===== src/hw/rtl/sesc_pkg.sv =====
// Shared types, constants and character functions for the string escaper.
package sesc_pkg;

   localparam int MAX_UNITS  = 4;
   localparam int HELD_DEPTH = 3;

   localparam logic [7:0] CHAR_QUOTE  = 8'h22;
   localparam logic [7:0] CHAR_BSLASH = 8'h5C;
   localparam logic [7:0] CHAR_X      = 8'h78;
   localparam logic [7:0] CHAR_ZERO   = 8'h30;
   localparam logic [7:0] CHAR_HEX_A  = 8'h57;  // 'a' minus ten
   localparam logic [7:0] CHAR_DEL    = 8'h7F;
   localparam logic [7:0] CHAR_SPACE  = 8'h20;

   // How one byte of a job is turned into characters.
   typedef enum logic [1:0] {
      UNIT_RAW,     // passes unchanged
      UNIT_SINGLE,  // named escape, hex escape or unchanged, by value
      UNIT_HEX      // always a hex escape
   } unit_kind_type;

   typedef struct packed {
      logic [7:0]    data;
      unit_kind_type kind;
   } unit_type;

   // Work handed from the front to the back: up to four bytes for one item.
   typedef struct packed {
      unit_type [MAX_UNITS-1:0] units;
      logic [2:0]               count;
      logic                     eos;
   } job_type;

   // Length of a sequence starting with this lead, or zero if it cannot start one.
   function automatic logic [2:0] lead_length(input logic [7:0] b);
      logic [2:0] len;
      len = 3'd0;
      if (b[7:5] == 3'b110) begin
         len = (b >= 8'hC2) ? 3'd2 : 3'd0;
      end else if (b[7:4] == 4'b1110) begin
         len = 3'd3;
      end else if (b[7:3] == 5'b11110) begin
         len = (b <= 8'hF4) ? 3'd4 : 3'd0;
      end
      return len;
   endfunction

   // Second character of a named escape, or zero when the byte has none.
   function automatic logic [7:0] named_escape(input logic [7:0] b);
      logic [7:0] c;
      case (b)
         8'h22:   c = CHAR_QUOTE;
         8'h5C:   c = CHAR_BSLASH;
         8'h08:   c = 8'h62;
         8'h0C:   c = 8'h66;
         8'h0A:   c = 8'h6E;
         8'h0D:   c = 8'h72;
         8'h09:   c = 8'h74;
         default: c = 8'h00;
      endcase
      return c;
   endfunction

   function automatic logic [7:0] hex_digit(input logic [3:0] n);
      return (n < 4'd10) ? (CHAR_ZERO + {4'h0, n}) : (CHAR_HEX_A + {4'h0, n});
   endfunction

   function automatic logic needs_hex(input logic [7:0] b);
      return (b < CHAR_SPACE) || (b >= CHAR_DEL);
   endfunction

   // Number of output characters one unit produces (1 to 4).
   function automatic logic [2:0] unit_chars(input unit_kind_type kind, input logic [7:0] b);
      logic [2:0] n;
      case (kind)
         UNIT_RAW:    n = 3'd1;
         UNIT_HEX:    n = 3'd4;
         UNIT_SINGLE: begin
            if (named_escape(b) != 8'h00) n = 3'd2;
            else if (needs_hex(b))        n = 3'd4;
            else                          n = 3'd1;
         end
         default:     n = 3'd1;
      endcase
      return n;
   endfunction

   // Character at position idx of the text one unit produces.
   function automatic logic [7:0] unit_char(input unit_kind_type kind, input logic [7:0] b,
                                            input logic [1:0] idx);
      logic [7:0] named;
      logic       hex;
      logic [7:0] c;
      named = named_escape(b);
      hex   = (kind == UNIT_HEX) || ((kind == UNIT_SINGLE) && (named == 8'h00) && needs_hex(b));
      if (hex) begin
         case (idx)
            2'd0:    c = CHAR_BSLASH;
            2'd1:    c = CHAR_X;
            2'd2:    c = hex_digit(b[7:4]);
            default: c = hex_digit(b[3:0]);
         endcase
      end else if ((kind == UNIT_SINGLE) && (named != 8'h00)) begin
         c = (idx == 2'd0) ? CHAR_BSLASH : named;
      end else begin
         c = b;
      end
      return c;
   endfunction

endpackage


===== src/hw/rtl/sesc_if.sv =====
// Handshake interfaces for the byte input channel and the character output channel.
interface sesc_req_if;
   logic       valid;
   logic       ready;
   logic [7:0] in_byte;
   logic       end_of_string;

   modport source (output valid, output in_byte, output end_of_string, input ready);
   modport sink   (input valid, input in_byte, input end_of_string, output ready);
endinterface

interface sesc_rsp_if;
   logic       valid;
   logic       ready;
   logic [7:0] out_char;
   logic       run_last;
   logic       string_done;

   modport source (output valid, output out_char, output run_last, output string_done,
                   input ready);
   modport sink   (input valid, input out_char, input run_last, input string_done,
                   output ready);
endinterface


===== src/hw/rtl/string_escaper_utf8_checked.sv =====
// Top level of the streaming string escaper with UTF-8 checking.
//
// Bytes of a string enter on req_chan (in_byte, end_of_string) and escaped
// characters leave on rsp_chan (out_char, run_last, string_done), both with a
// valid/ready handshake. An item is taken at a clock edge with valid and ready
// high. A byte that completes a valid UTF-8 sequence releases the whole
// sequence unchanged; a byte that is held as part of a pending sequence gives
// no character. Escapes and flushed sequences give up to sixteen characters.
// An item's job is written into the job queue, and its characters are then presented
// from the output register. The character generator emits one character per cycle
// while the receiver is ready; an item gives one character for plain text and at most
// sixteen. A job queue of QueueDepth entries lets the input run ahead of the output;
// req_chan.ready drops only while that queue is full.
// When the receiver stalls, the output register holds its character and the
// queue fills, after which the input stalls too. Reset empties the queue and
// the output register and drops any pending sequence.
module string_escaper_utf8_checked #(
   parameter int QueueDepth = 2
) (
   input  logic       clock,
   input  logic       reset,
   sesc_req_if.sink   req_chan,
   sesc_rsp_if.source rsp_chan
);

   logic              push;
   logic              full;
   logic              head_valid;
   logic              pop;
   sesc_pkg::job_type push_job;
   sesc_pkg::job_type head_job;

   sesc_front u_front (
      .clock      (clock),
      .reset      (reset),
      .req_chan   (req_chan),
      .queue_full (full),
      .push       (push),
      .job        (push_job)
   );

   sesc_queue #(
      .Depth (QueueDepth)
   ) u_queue (
      .clock      (clock),
      .reset      (reset),
      .push       (push),
      .push_job   (push_job),
      .full       (full),
      .head_valid (head_valid),
      .head_job   (head_job),
      .pop        (pop)
   );

   sesc_back u_back (
      .clock      (clock),
      .reset      (reset),
      .head_valid (head_valid),
      .head_job   (head_job),
      .pop        (pop),
      .rsp_chan   (rsp_chan)
   );

endmodule


===== src/hw/rtl/sesc_front.sv =====
// Front end: accepts bytes, tracks the pending UTF-8 sequence and issues jobs.
module sesc_front (
   input  logic              clock,
   input  logic              reset,
   sesc_req_if.sink          req_chan,
   input  logic              queue_full,
   output logic              push,
   output sesc_pkg::job_type job
);

   logic [7:0] held_ff [sesc_pkg::HELD_DEPTH];
   logic [1:0] held_count_ff, held_count_in;
   logic [2:0] expected_ff, expected_in;
   logic       held_we;
   logic [1:0] held_idx;

   logic       accept;
   logic [7:0] b;
   logic       eos;
   logic [2:0] len;
   logic       start;
   logic       ok;
   logic       complete;

   always_comb begin
      req_chan.ready = !queue_full;
      accept   = req_chan.valid && !queue_full;
      b        = req_chan.in_byte;
      eos      = req_chan.end_of_string;
      len      = sesc_pkg::lead_length(b);
      start    = (len != 3'd0) && !eos;
      complete = (({1'b0, held_count_ff} + 3'd1) == expected_ff);

      ok = (b[7:6] == 2'b10);
      if (held_count_ff == 2'd1) begin
         if (held_ff[0] == 8'hE0 && b <  8'hA0) ok = 1'b0;
         if (held_ff[0] == 8'hED && b >= 8'hA0) ok = 1'b0;
         if (held_ff[0] == 8'hF0 && b <  8'h90) ok = 1'b0;
         if (held_ff[0] == 8'hF4 && b >= 8'h90) ok = 1'b0;
      end

      job.eos   = eos;
      job.count = 3'd0;
      for (int i = 0; i < sesc_pkg::HELD_DEPTH; i++) begin
         job.units[i].data = held_ff[i];
         job.units[i].kind = sesc_pkg::UNIT_HEX;
      end
      job.units[sesc_pkg::MAX_UNITS-1].data = b;
      job.units[sesc_pkg::MAX_UNITS-1].kind = sesc_pkg::UNIT_HEX;
      job.units[held_count_ff].data = b;

      held_count_in = held_count_ff;
      expected_in   = expected_ff;
      held_we       = 1'b0;
      held_idx      = held_count_ff;

      if (held_count_ff == 2'd0) begin
         if (start) begin
            held_we       = 1'b1;
            held_count_in = 2'd1;
            expected_in   = len;
         end else begin
            job.count         = 3'd1;
            job.units[0].kind = sesc_pkg::UNIT_SINGLE;
         end
      end else if (ok && complete) begin
         for (int i = 0; i < sesc_pkg::MAX_UNITS; i++) begin
            job.units[i].kind = sesc_pkg::UNIT_RAW;
         end
         job.count     = {1'b0, held_count_ff} + 3'd1;
         held_count_in = 2'd0;
         expected_in   = 3'd0;
      end else if (ok && eos) begin
         job.count     = {1'b0, held_count_ff} + 3'd1;
         held_count_in = 2'd0;
         expected_in   = 3'd0;
      end else if (ok) begin
         held_we       = 1'b1;
         held_count_in = held_count_ff + 2'd1;
      end else begin
         // Failed continuation: flush the held bytes, then treat this byte as fresh.
         job.count     = {1'b0, held_count_ff};
         held_count_in = 2'd0;
         expected_in   = 3'd0;
         if (start) begin
            held_we       = 1'b1;
            held_idx      = 2'd0;
            held_count_in = 2'd1;
            expected_in   = len;
         end else begin
            job.units[held_count_ff].kind = sesc_pkg::UNIT_SINGLE;
            job.count = {1'b0, held_count_ff} + 3'd1;
         end
      end

      push = accept && (job.count != 3'd0);
   end

   always_ff @(posedge clock) begin
      if (reset) begin
         held_count_ff <= 2'd0;
         expected_ff   <= 3'd0;
      end else if (accept) begin
         held_count_ff <= held_count_in;
         expected_ff   <= expected_in;
      end
   end

   always_ff @(posedge clock) begin
      if (accept && held_we) begin
         held_ff[held_idx] <= b;
      end
   end

   a_idle_no_length: assert property (@(posedge clock) disable iff (reset)
      (held_count_ff == 2'd0) |-> (expected_ff == 3'd0))
      else $error("expected length set with no held bytes");

   a_held_below_length: assert property (@(posedge clock) disable iff (reset)
      (held_count_ff != 2'd0) |-> (({1'b0, held_count_ff} < expected_ff) && (expected_ff <= 3'd4)))
      else $error("held byte count not below sequence length");

endmodule


===== src/hw/rtl/sesc_queue.sv =====
// Small job queue that decouples the front end from the character generator.
module sesc_queue #(
   parameter int Depth = 2
) (
   input  logic              clock,
   input  logic              reset,
   input  logic              push,
   input  sesc_pkg::job_type push_job,
   output logic              full,
   output logic              head_valid,
   output sesc_pkg::job_type head_job,
   input  logic              pop
);

   localparam int PtrWidth   = $clog2(Depth);
   localparam int CountWidth = $clog2(Depth + 1);

   sesc_pkg::job_type     entries_ff [Depth];
   logic [PtrWidth-1:0]   wr_ptr_ff, rd_ptr_ff;
   logic [CountWidth-1:0] count_ff;

   function automatic logic [PtrWidth-1:0] next_ptr(input logic [PtrWidth-1:0] p);
      return (p == PtrWidth'(Depth - 1)) ? '0 : p + 1'b1;
   endfunction

   assign full       = (count_ff == CountWidth'(Depth));
   assign head_valid = (count_ff != '0);
   assign head_job   = entries_ff[rd_ptr_ff];

   always_ff @(posedge clock) begin
      if (reset) begin
         wr_ptr_ff <= '0;
         rd_ptr_ff <= '0;
         count_ff  <= '0;
      end else begin
         if (push) wr_ptr_ff <= next_ptr(wr_ptr_ff);
         if (pop)  rd_ptr_ff <= next_ptr(rd_ptr_ff);
         if (push && !pop)      count_ff <= count_ff + 1'b1;
         else if (pop && !push) count_ff <= count_ff - 1'b1;
      end
   end

   always_ff @(posedge clock) begin
      if (push) begin
         entries_ff[wr_ptr_ff] <= push_job;
      end
   end

   a_no_overflow: assert property (@(posedge clock) disable iff (reset)
      push |-> !full)
      else $error("job pushed into a full queue");

   a_no_underflow: assert property (@(posedge clock) disable iff (reset)
      pop |-> head_valid)
      else $error("job popped from an empty queue");

endmodule


===== src/hw/rtl/sesc_back.sv =====
// Back end: expands the head job into output characters, one per cycle while the receiver is ready.
module sesc_back (
   input  logic              clock,
   input  logic              reset,
   input  logic              head_valid,
   input  sesc_pkg::job_type head_job,
   output logic              pop,
   sesc_rsp_if.source        rsp_chan
);

   logic [1:0] unit_ff;
   logic [1:0] char_ff;
   logic       rsp_valid_ff;
   logic [7:0] out_char_ff;
   logic       run_last_ff;
   logic       string_done_ff;

   sesc_pkg::unit_type cur_unit;
   logic [2:0]         n_chars;
   logic               last_char;
   logic               last_unit;
   logic               load;
   logic               run_last_in;

   always_comb begin
      cur_unit    = head_job.units[unit_ff];
      n_chars     = sesc_pkg::unit_chars(cur_unit.kind, cur_unit.data);
      last_char   = ({1'b0, char_ff} == (n_chars - 3'd1));
      last_unit   = ({1'b0, unit_ff} == (head_job.count - 3'd1));
      load        = head_valid && (!rsp_valid_ff || rsp_chan.ready);
      run_last_in = last_char && last_unit;
      pop         = load && run_last_in;
   end

   always_ff @(posedge clock) begin
      if (reset) begin
         unit_ff      <= 2'd0;
         char_ff      <= 2'd0;
         rsp_valid_ff <= 1'b0;
      end else begin
         if (load) begin
            rsp_valid_ff <= 1'b1;
            if (last_char) begin
               char_ff <= 2'd0;
               unit_ff <= last_unit ? 2'd0 : unit_ff + 2'd1;
            end else begin
               char_ff <= char_ff + 2'd1;
            end
         end else if (rsp_chan.ready) begin
            rsp_valid_ff <= 1'b0;
         end
      end
   end

   always_ff @(posedge clock) begin
      if (load) begin
         out_char_ff    <= sesc_pkg::unit_char(cur_unit.kind, cur_unit.data, char_ff);
         run_last_ff    <= run_last_in;
         string_done_ff <= run_last_in && head_job.eos;
      end
   end

   assign rsp_chan.valid       = rsp_valid_ff;
   assign rsp_chan.out_char    = out_char_ff;
   assign rsp_chan.run_last    = run_last_ff;
   assign rsp_chan.string_done = string_done_ff;

   a_done_is_run_last: assert property (@(posedge clock) disable iff (reset)
      (rsp_valid_ff && string_done_ff) |-> run_last_ff)
      else $error("string end flagged on a character that does not end its run");

endmodule

===== src/flat_wrapper.sv =====
// flat-port wrapper written by rule: the top's interface ports become plain ports
module string_escaper_utf8_checked_flat 
#(
   parameter int QueueDepth = 2
)
  (clock, reset, req_chan_valid, req_chan_in_byte, req_chan_end_of_string, req_chan_ready, rsp_chan_valid, rsp_chan_out_char, rsp_chan_run_last, rsp_chan_string_done, rsp_chan_ready);
  sesc_req_if req_chan_i ();
  sesc_rsp_if rsp_chan_i ();
  input  logic clock;
  input  logic reset;
  input wire logic [$bits(req_chan_i.valid)-1:0] req_chan_valid;
  input wire logic [$bits(req_chan_i.in_byte)-1:0] req_chan_in_byte;
  input wire logic [$bits(req_chan_i.end_of_string)-1:0] req_chan_end_of_string;
  output wire logic [$bits(req_chan_i.ready)-1:0] req_chan_ready;
  output wire logic [$bits(rsp_chan_i.valid)-1:0] rsp_chan_valid;
  output wire logic [$bits(rsp_chan_i.out_char)-1:0] rsp_chan_out_char;
  output wire logic [$bits(rsp_chan_i.run_last)-1:0] rsp_chan_run_last;
  output wire logic [$bits(rsp_chan_i.string_done)-1:0] rsp_chan_string_done;
  input wire logic [$bits(rsp_chan_i.ready)-1:0] rsp_chan_ready;
  assign req_chan_i.valid = req_chan_valid;
  assign req_chan_i.in_byte = req_chan_in_byte;
  assign req_chan_i.end_of_string = req_chan_end_of_string;
  assign req_chan_ready = req_chan_i.ready;
  assign rsp_chan_valid = rsp_chan_i.valid;
  assign rsp_chan_out_char = rsp_chan_i.out_char;
  assign rsp_chan_run_last = rsp_chan_i.run_last;
  assign rsp_chan_string_done = rsp_chan_i.string_done;
  assign rsp_chan_i.ready = rsp_chan_ready;
  string_escaper_utf8_checked #(.QueueDepth(QueueDepth)) u_core (.clock(clock), .reset(reset), .req_chan(req_chan_i), .rsp_chan(rsp_chan_i));
endmodule

===== config.mk =====
export PLATFORM = sky130hd
export DESIGN_NAME = string_escaper_utf8_checked_flat
export DESIGN_NICKNAME = d
export VERILOG_FILES = /design/src/hw/rtl/sesc_pkg.sv /design/src/hw/rtl/sesc_if.sv /design/src/hw/rtl/string_escaper_utf8_checked.sv /design/src/hw/rtl/sesc_front.sv /design/src/hw/rtl/sesc_queue.sv /design/src/hw/rtl/sesc_back.sv /design/src/flat_wrapper.sv
export SDC_FILE = /design/constraint.sdc
export NUM_CORES = 1
export LEC_CHECK = 0
export ABC_AREA = 1
export BUFFER_PORTS_ARGS = -buffer_cell sky130_fd_sc_hd__buf_2
export CORE_MARGIN = 2
export CORE_UTILIZATION = 67
export CTS_CLUSTER_SIZE = 8
export DETAILED_ROUTE_END_ITERATION = 6
export PLACE_DENSITY_LB_ADDON = 0.08
export SLEW_MARGIN = 20
export SYNTH_ARGS = -nofsm -noshare
export SYNTH_HDL_FRONTEND = slang
export SYNTH_HIERARCHICAL = 1
export SYNTH_SLANG_ARGS = --single-unit

===== constraint.sdc =====
create_clock -name clock -period 7.6 [get_ports clock]
set_input_delay 1.52 -clock clock [delete_from_list [all_inputs] [get_ports clock]]
set_output_delay 1.52 -clock clock [all_outputs]
set_load 0.02 [all_outputs]

After elaboration in Yosys (flattened, before gate mapping) --
Memories as Yosys holds them, arrays and structs flattened. A register that Yosys moved wholly into a read port is not among the register bits. Cells that the tools add are included.
Cells by class: add/sub/neg operators 14, order comparisons 13, eq/ne operators 26, muxes and demuxes 81, reductions and logical operators 41
Operators with widths (count):
- 8-bit 2-to-1 mux | 11
- 43-bit 2-to-1 mux | 2
- 40-bit bitwise mux | 2
- 7-bit case mux with 7 select lines | 1
- 10-bit demux with 2-bit select | 2
- 8-bit by 4-bit equality test with 1-bit output, second input constant | 5
- 40-bit 2-to-1 mux | 1
- 3-bit 2-to-1 mux | 13
- 2-bit 2-to-1 mux | 19
- 38-bit 2-to-1 mux | 1
- 8-bit equality test, second input constant | 4
- 8-bit greater-or-equal comparator, second input constant | 3
- 8-bit case mux with 3 select lines | 1
- 1-bit 2-to-1 mux | 21
- 10-bit binary-select mux with 2-bit select | 1
- 1-bit logical AND | 20
- 10-bit 2-to-1 mux | 2
- 7-bit by 4-bit adder with 8-bit output, first input constant | 2
- 8-bit less-than comparator, second input constant | 2
- 8-bit nonzero test | 2
- 5-bit 2-to-1 mux | 3
- 6-bit by 4-bit adder with 7-bit output, first input constant | 2
- 2-bit by 1-bit adder with 2-bit output, second input constant | 4
- 2-bit equality test, second input constant | 4
- 29 further kinds | 47
Storage, ports and cells: register bits after elaboration 24, bits in writable memories 112, input port bits 13, logic and storage cells 188, memories kept 2
Memory list:
- u_core.u_queue.entries_ff | words 2, width 44, read ports 1, clocked after memory_dff 1, wr ports 1, line sesc_queue.sv:18 | sesc_pkg::job_type entries_ff [Depth];
- u_core.u_front.held_ff | words 3, width 8, read ports 3, clocked after memory_dff 0, wr ports 1, line sesc_front.sv:11 | logic [7:0] held_ff [sesc_pkg::HELD_DEPTH];

Logic depth before layout (Yosys ltp) --
word-level depth 18, depth in mapped cells 31

Hierarchy --
The synthesis kept the hierarchy.
By module, submodules not included:
- sesc_queue | instances 1, cells an instance 170, area an instance 3606.0 um2, sequential area each 2742.6 um2
- sesc_back | instances 1, cells an instance 297, area an instance 1931.9 um2, sequential area each 400.4 um2
- sesc_front | instances 1, cells an instance 236, area an instance 1846.8 um2, sequential area each 820.8 um2

Worst setup path after synthesis --
No wires, ideal clock.
path kind input port to flip-flop, start input req_chan_in_byte[0], end memory u_core/u_queue/entries_ff[0][0] (netlist bit), enable pin, data arrival time 4.572 ns, slack 2.583 ns, stages on the path 11, cell sequence nor3b_1 o21ai_1 nand2_2 nand2_4 ha_1 nand3_1 nand3_1 nor2_1 a21oi_1 inv_1 nor2_1
RTL lines:
- start: declaration | line flat_wrapper.sv:12 | input wire logic [$bits(req_chan_i.in_byte)-1:0] req_chan_in_byte;
- end: declaration | line sesc_queue.sv:18

==> run_results.csv <==
group,metric,value,unit
outcome,status,"completed",
cts,clockRootBuffer,"clkbuf_8",
routing,first_pass_iters,5,
synthesis,syn_avg_cell_area,10.5,sq um
hold_path,hold_path.class,"flip-flop to flip-flop",
critical_path,critPathKind,"flip-flop to flip-flop",
global_route,grt_pass1_wl,23.5,mm
cts,postCtsHoldBufs,0,
hold_path,hold_end,"u_core/u_front/expected_ff[2]$_SDFFE_PP0P_",
cells_and_area,diodes,0,
placed_design,gp_congestion,0.962,
critical_path,cp_max_fo,31,
critical_path,critPathRequiredTime,8.06,ns
routing,ant_nets,0,
critical_path,end_kind,"flip-flop",
power,power,2640,uW
critical_path,cp_data_arrival_time,5.47,ns
placed_design,io_buffers,24,
timing,worst_pin_slew,0.993,ns
cells_and_area,multi_input_area,2880,sq um
synthesis,synth_seq_cells,137,
global_route,grt_max_degree,32,
timing,clock_skew,0.00673,ns
timing,fmax,0.200,GHz
power,power_density,329,nW/um^2
power,p_leak,0.00332,uW
cells_and_area,n_fill_cell,730,
synthesis,seq_area_frac_synth,0.537,
hold_path,hold_depth,2,
critical_path,reg2reg_to,"u_core/u_queue/count_ff[1]$_SDFFE_PP0P_",
cells_and_area,layout-drive-gt1-share,0.212,
die,die_height,109,microns
global_route,grt_pass1_vias,4629,
routing,vias,4957,
routing,detail_route.wl_per_cell,16.9,microns
cts,post_cts_buffers,0,
timing,finalSetupTns,0,ns
cts,ctsHtreeMaxLevel,4,
synthesis,netlist_instances,703,
global_route,overflow,0,
cts,clk_pin_slew_worst_paths,0.06,ns
critical_path,r2r_setup_slack,2.60,ns
cts,cts.sinks,137,
job,maxCapViolations,0,
timing,relSlewSlack,0.338,
synthesis,synth_cell_type_count,45,
timing,post-route-min-period,5.00,ns
routing,routed_wl,14.7,mm
routing,drc,0,
hold_path,hold_start,"u_core/u_front/expected_ff[2]$_SDFFE_PP0P_",
die,initial_core_util,0.684,
cts,clk_path_buf_depth,2,
cells_and_area,syn_to_final_growth,8.76,%
global_route,grt.total_usage,0.267,
global_route,antenna_found_initial,0,
die,die_area,11900,sq um
routing,drtIter0Drc,332,
cts,cts_tree,"built",
cells_and_area,nNetsFinal,759,
timing,hold_violations,0,
die,io_pins,25,
synthesis,ys_warn_count,6,
cts,cts_resized,0,
timing,setup_viol,0,
power,peakVddDrop,0.230,mV
die,coreArea,10800,sq um
cts,cts_buffers,17,
timing,finalMaxSlewViolations,0,
critical_path,cp-start-kind,"flip-flop",
synthesis,postSynthNetCount,740,
die,die_w,109,microns
routing,routed_via_density,5.67,
critical_path,r2r_cells,26,
timing,rsz0062_at_grt,"no",
timing,post-route-period-util,0.658,
placed_design,dpl.hpwl,10.4,mm
cells_and_area,seqCellArea,3970,sq um
cts,worstSkewPairLatency,0.52,ns
synthesis,syn-cell-area,7380,sq um
die,row_count,38,
==> state kept, by name (all words and copies together) (netlist names), named ones only <==
register / flops
u_core/u_front/expected_ff: 3
u_core/u_back/char_ff: 2
u_core/u_queue/count_ff: 2
u_core/u_back/rsp_chan.out_char: 8
u_core/u_front/held_ff: 24
u_core/u_queue/rd_ptr_ff: 1
u_core/u_back/rsp_chan.valid: 1
u_core/u_queue/entries_ff: 88
u_core/u_back/rsp_chan.string_done: 1
u_core/u_back/rsp_chan.run_last: 1
u_core/u_back/unit_ff: 2
u_core/u_front/held_count_ff: 2
u_core/u_queue/wr_ptr_ff: 1
==> per-stage QoR <==
| step | cell area [sq um] | worst slack [ns] | std cells | hold WS [ns] | utilization |
|---|---|---|---|---|---|
| finish | 8030 | 2.60 | 875 | 0.479 | 0.744 |
| global route | 8030 | 2.22 | 875 | 0.506 | 0.744 |
| CTS | 8030 | 2.61 | 875 | 0.483 | 0.744 |
| detailed placement | 7470 | 2.64 | 843 | 0.473 | 0.692 |
| global placement | 7470 | 2.83 | 843 | 0.467 | 0.692 |
| floorplan | 7380 | 2.58 | 703 | 0.446 | - |
==> Yosys cell counts, drive strengths merged <==
| master | number | share of area |
|---|---|---|
| a2111oi | 1 | 0.0012 |
| a211oi | 1 | 0.0010 |
| a21o | 1 | 0.0010 |
| a21oi | 26 | 0.019 |
| a31oi | 3 | 0.0025 |
| a32o | 1 | 0.0014 |
| a32oi | 4 | 0.0047 |
| buf | 21 | 0.030 |
| clkbuf | 6 | 0.0030 |
| clkinv | 1 | 0.00051 |
| dfxtp | 15 | 0.041 |
| edfxtp | 122 | 0.50 |
| ha | 24 | 0.041 |
| inv | 79 | 0.040 |
| mux2 | 44 | 0.087 |
| nand2 | 197 | 0.11 |
| nand3 | 35 | 0.032 |
| nand3b | 2 | 0.0020 |
| nand4 | 6 | 0.0051 |
| nor2 | 55 | 0.033 |
| nor3 | 12 | 0.0088 |
| nor3b | 1 | 0.0010 |
| nor4 | 1 | 0.00085 |
| o21ai | 33 | 0.022 |
| o221ai | 2 | 0.0024 |
| o22ai | 2 | 0.0017 |
| or2 | 1 | 0.00085 |
| xnor2 | 4 | 0.0047 |
| xor2 | 3 | 0.0036 |
==> power breakdown <==
group          switching [uW]  internal (uW)  total [uW]  leakage, uW
combinational             553            297         850      0.00181
clock                     313            467         780     0.000274
sequential               62.4            948        1010      0.00124
==> worst max-delay path, cell delays in order (launching register included) <==
cell     delay [ns]
dfxtp_2        0.98
buf_4          0.42
mux2_4         0.34
nand2_1        0.06
nand3_1        0.08
nand2_1        0.24
ha_1           0.20
inv_1          0.07
nor2_4         0.17
nand2_2        0.12
nand3_4        0.11
nor2_4         0.05
nor2_2         0.22
nand2_1        0.10
ha_1           0.30
xor2_1         0.14
nand3_1        0.14
nor2_4         0.20
nand3_1        0.11
inv_1          0.11
inv_1          0.07
ha_1           0.30
inv_1          0.09
nand3_1        0.08
nand2_1        0.08
inv_1          0.05
nor2_1         0.09
==> final cells by class <==
| cell class | count | share of cell area |
|---|---|---|
| clock buffer | 17 | 0.0516 |
| clock inverter | 15 | 0.0187 |
| inverter | 80 | 0.0377 |
| sequential | 137 | 0.494 |
| multi-input combinational | 459 | 0.359 |
| timing repair buffer | 27 | 0.0178 |
| tap | 140 | 0.0218 |
==> worst max path at each step <==
stage | cells after the start | startpoint | endpoint
5_1_grt | 26 | flip-flop | u_core/u_queue/count_ff[1]$_SDFFE_PP0P_
2_1_floorplan | 11 | req_chan_in_byte[0] | u_core/u_queue/entries_ff[0][0]$_DFFE_PP_
3_3_place_gp | 26 | flip-flop | u_core/u_queue/count_ff[1]$_SDFFE_PP0P_
3_5_place_dp | 26 | flip-flop | u_core/u_queue/count_ff[1]$_SDFFE_PP0P_
6_report | 26 | flip-flop | u_core/u_queue/count_ff[1]$_SDFFE_PP0P_
4_1_cts | 26 | flip-flop | u_core/u_queue/count_ff[1]$_SDFFE_PP0P_
==> routing by layer <==
layer	wire (microns)	global-route usage
met5	0	0
met4	366	0.113
met1	6360	0.346
met2	7290	0.443
met3	726	0.0478
==> kinds of logic after synthesis <==
| logic type | Yosys count | share of synthesized area |
|---|---|---|
| multiplexers | 44 | 0.0874 |
| flip-flops | 137 | 0.537 |
| adder cells (fa/ha/maj) | 24 | 0.0407 |
| XOR/XNOR | 7 | 0.00830 |
| buffers and inverters | 107 | 0.0740 |
| AO/OA/AOI/OAI | 74 | 0.0569 |
| AND/OR/NAND/NOR | 310 | 0.196 |
==> layout by cell type (no fill, tap or decap), types with 4 or more instances in the layout <==
cell / instances
nor2_2: 4
nand4_1: 6
xnor2_1: 4
inv_1: 74
clkbuf_16: 16
inv_6: 4
nor3_1: 11
nor2_1: 46
dfxtp_1: 14
nand2_4: 4
mux2_4: 40
nand3_1: 26
a21oi_1: 24
nand2_2: 23
buf_2: 24
nand2_1: 170
inv_2: 4
ha_1: 24
a32oi_1: 4
nand3_2: 7
edfxtp_1: 122
o21ai_0: 30
nor2_4: 5
mux2_2: 4
Note: power is estimated with default switching activity, not from simulation.
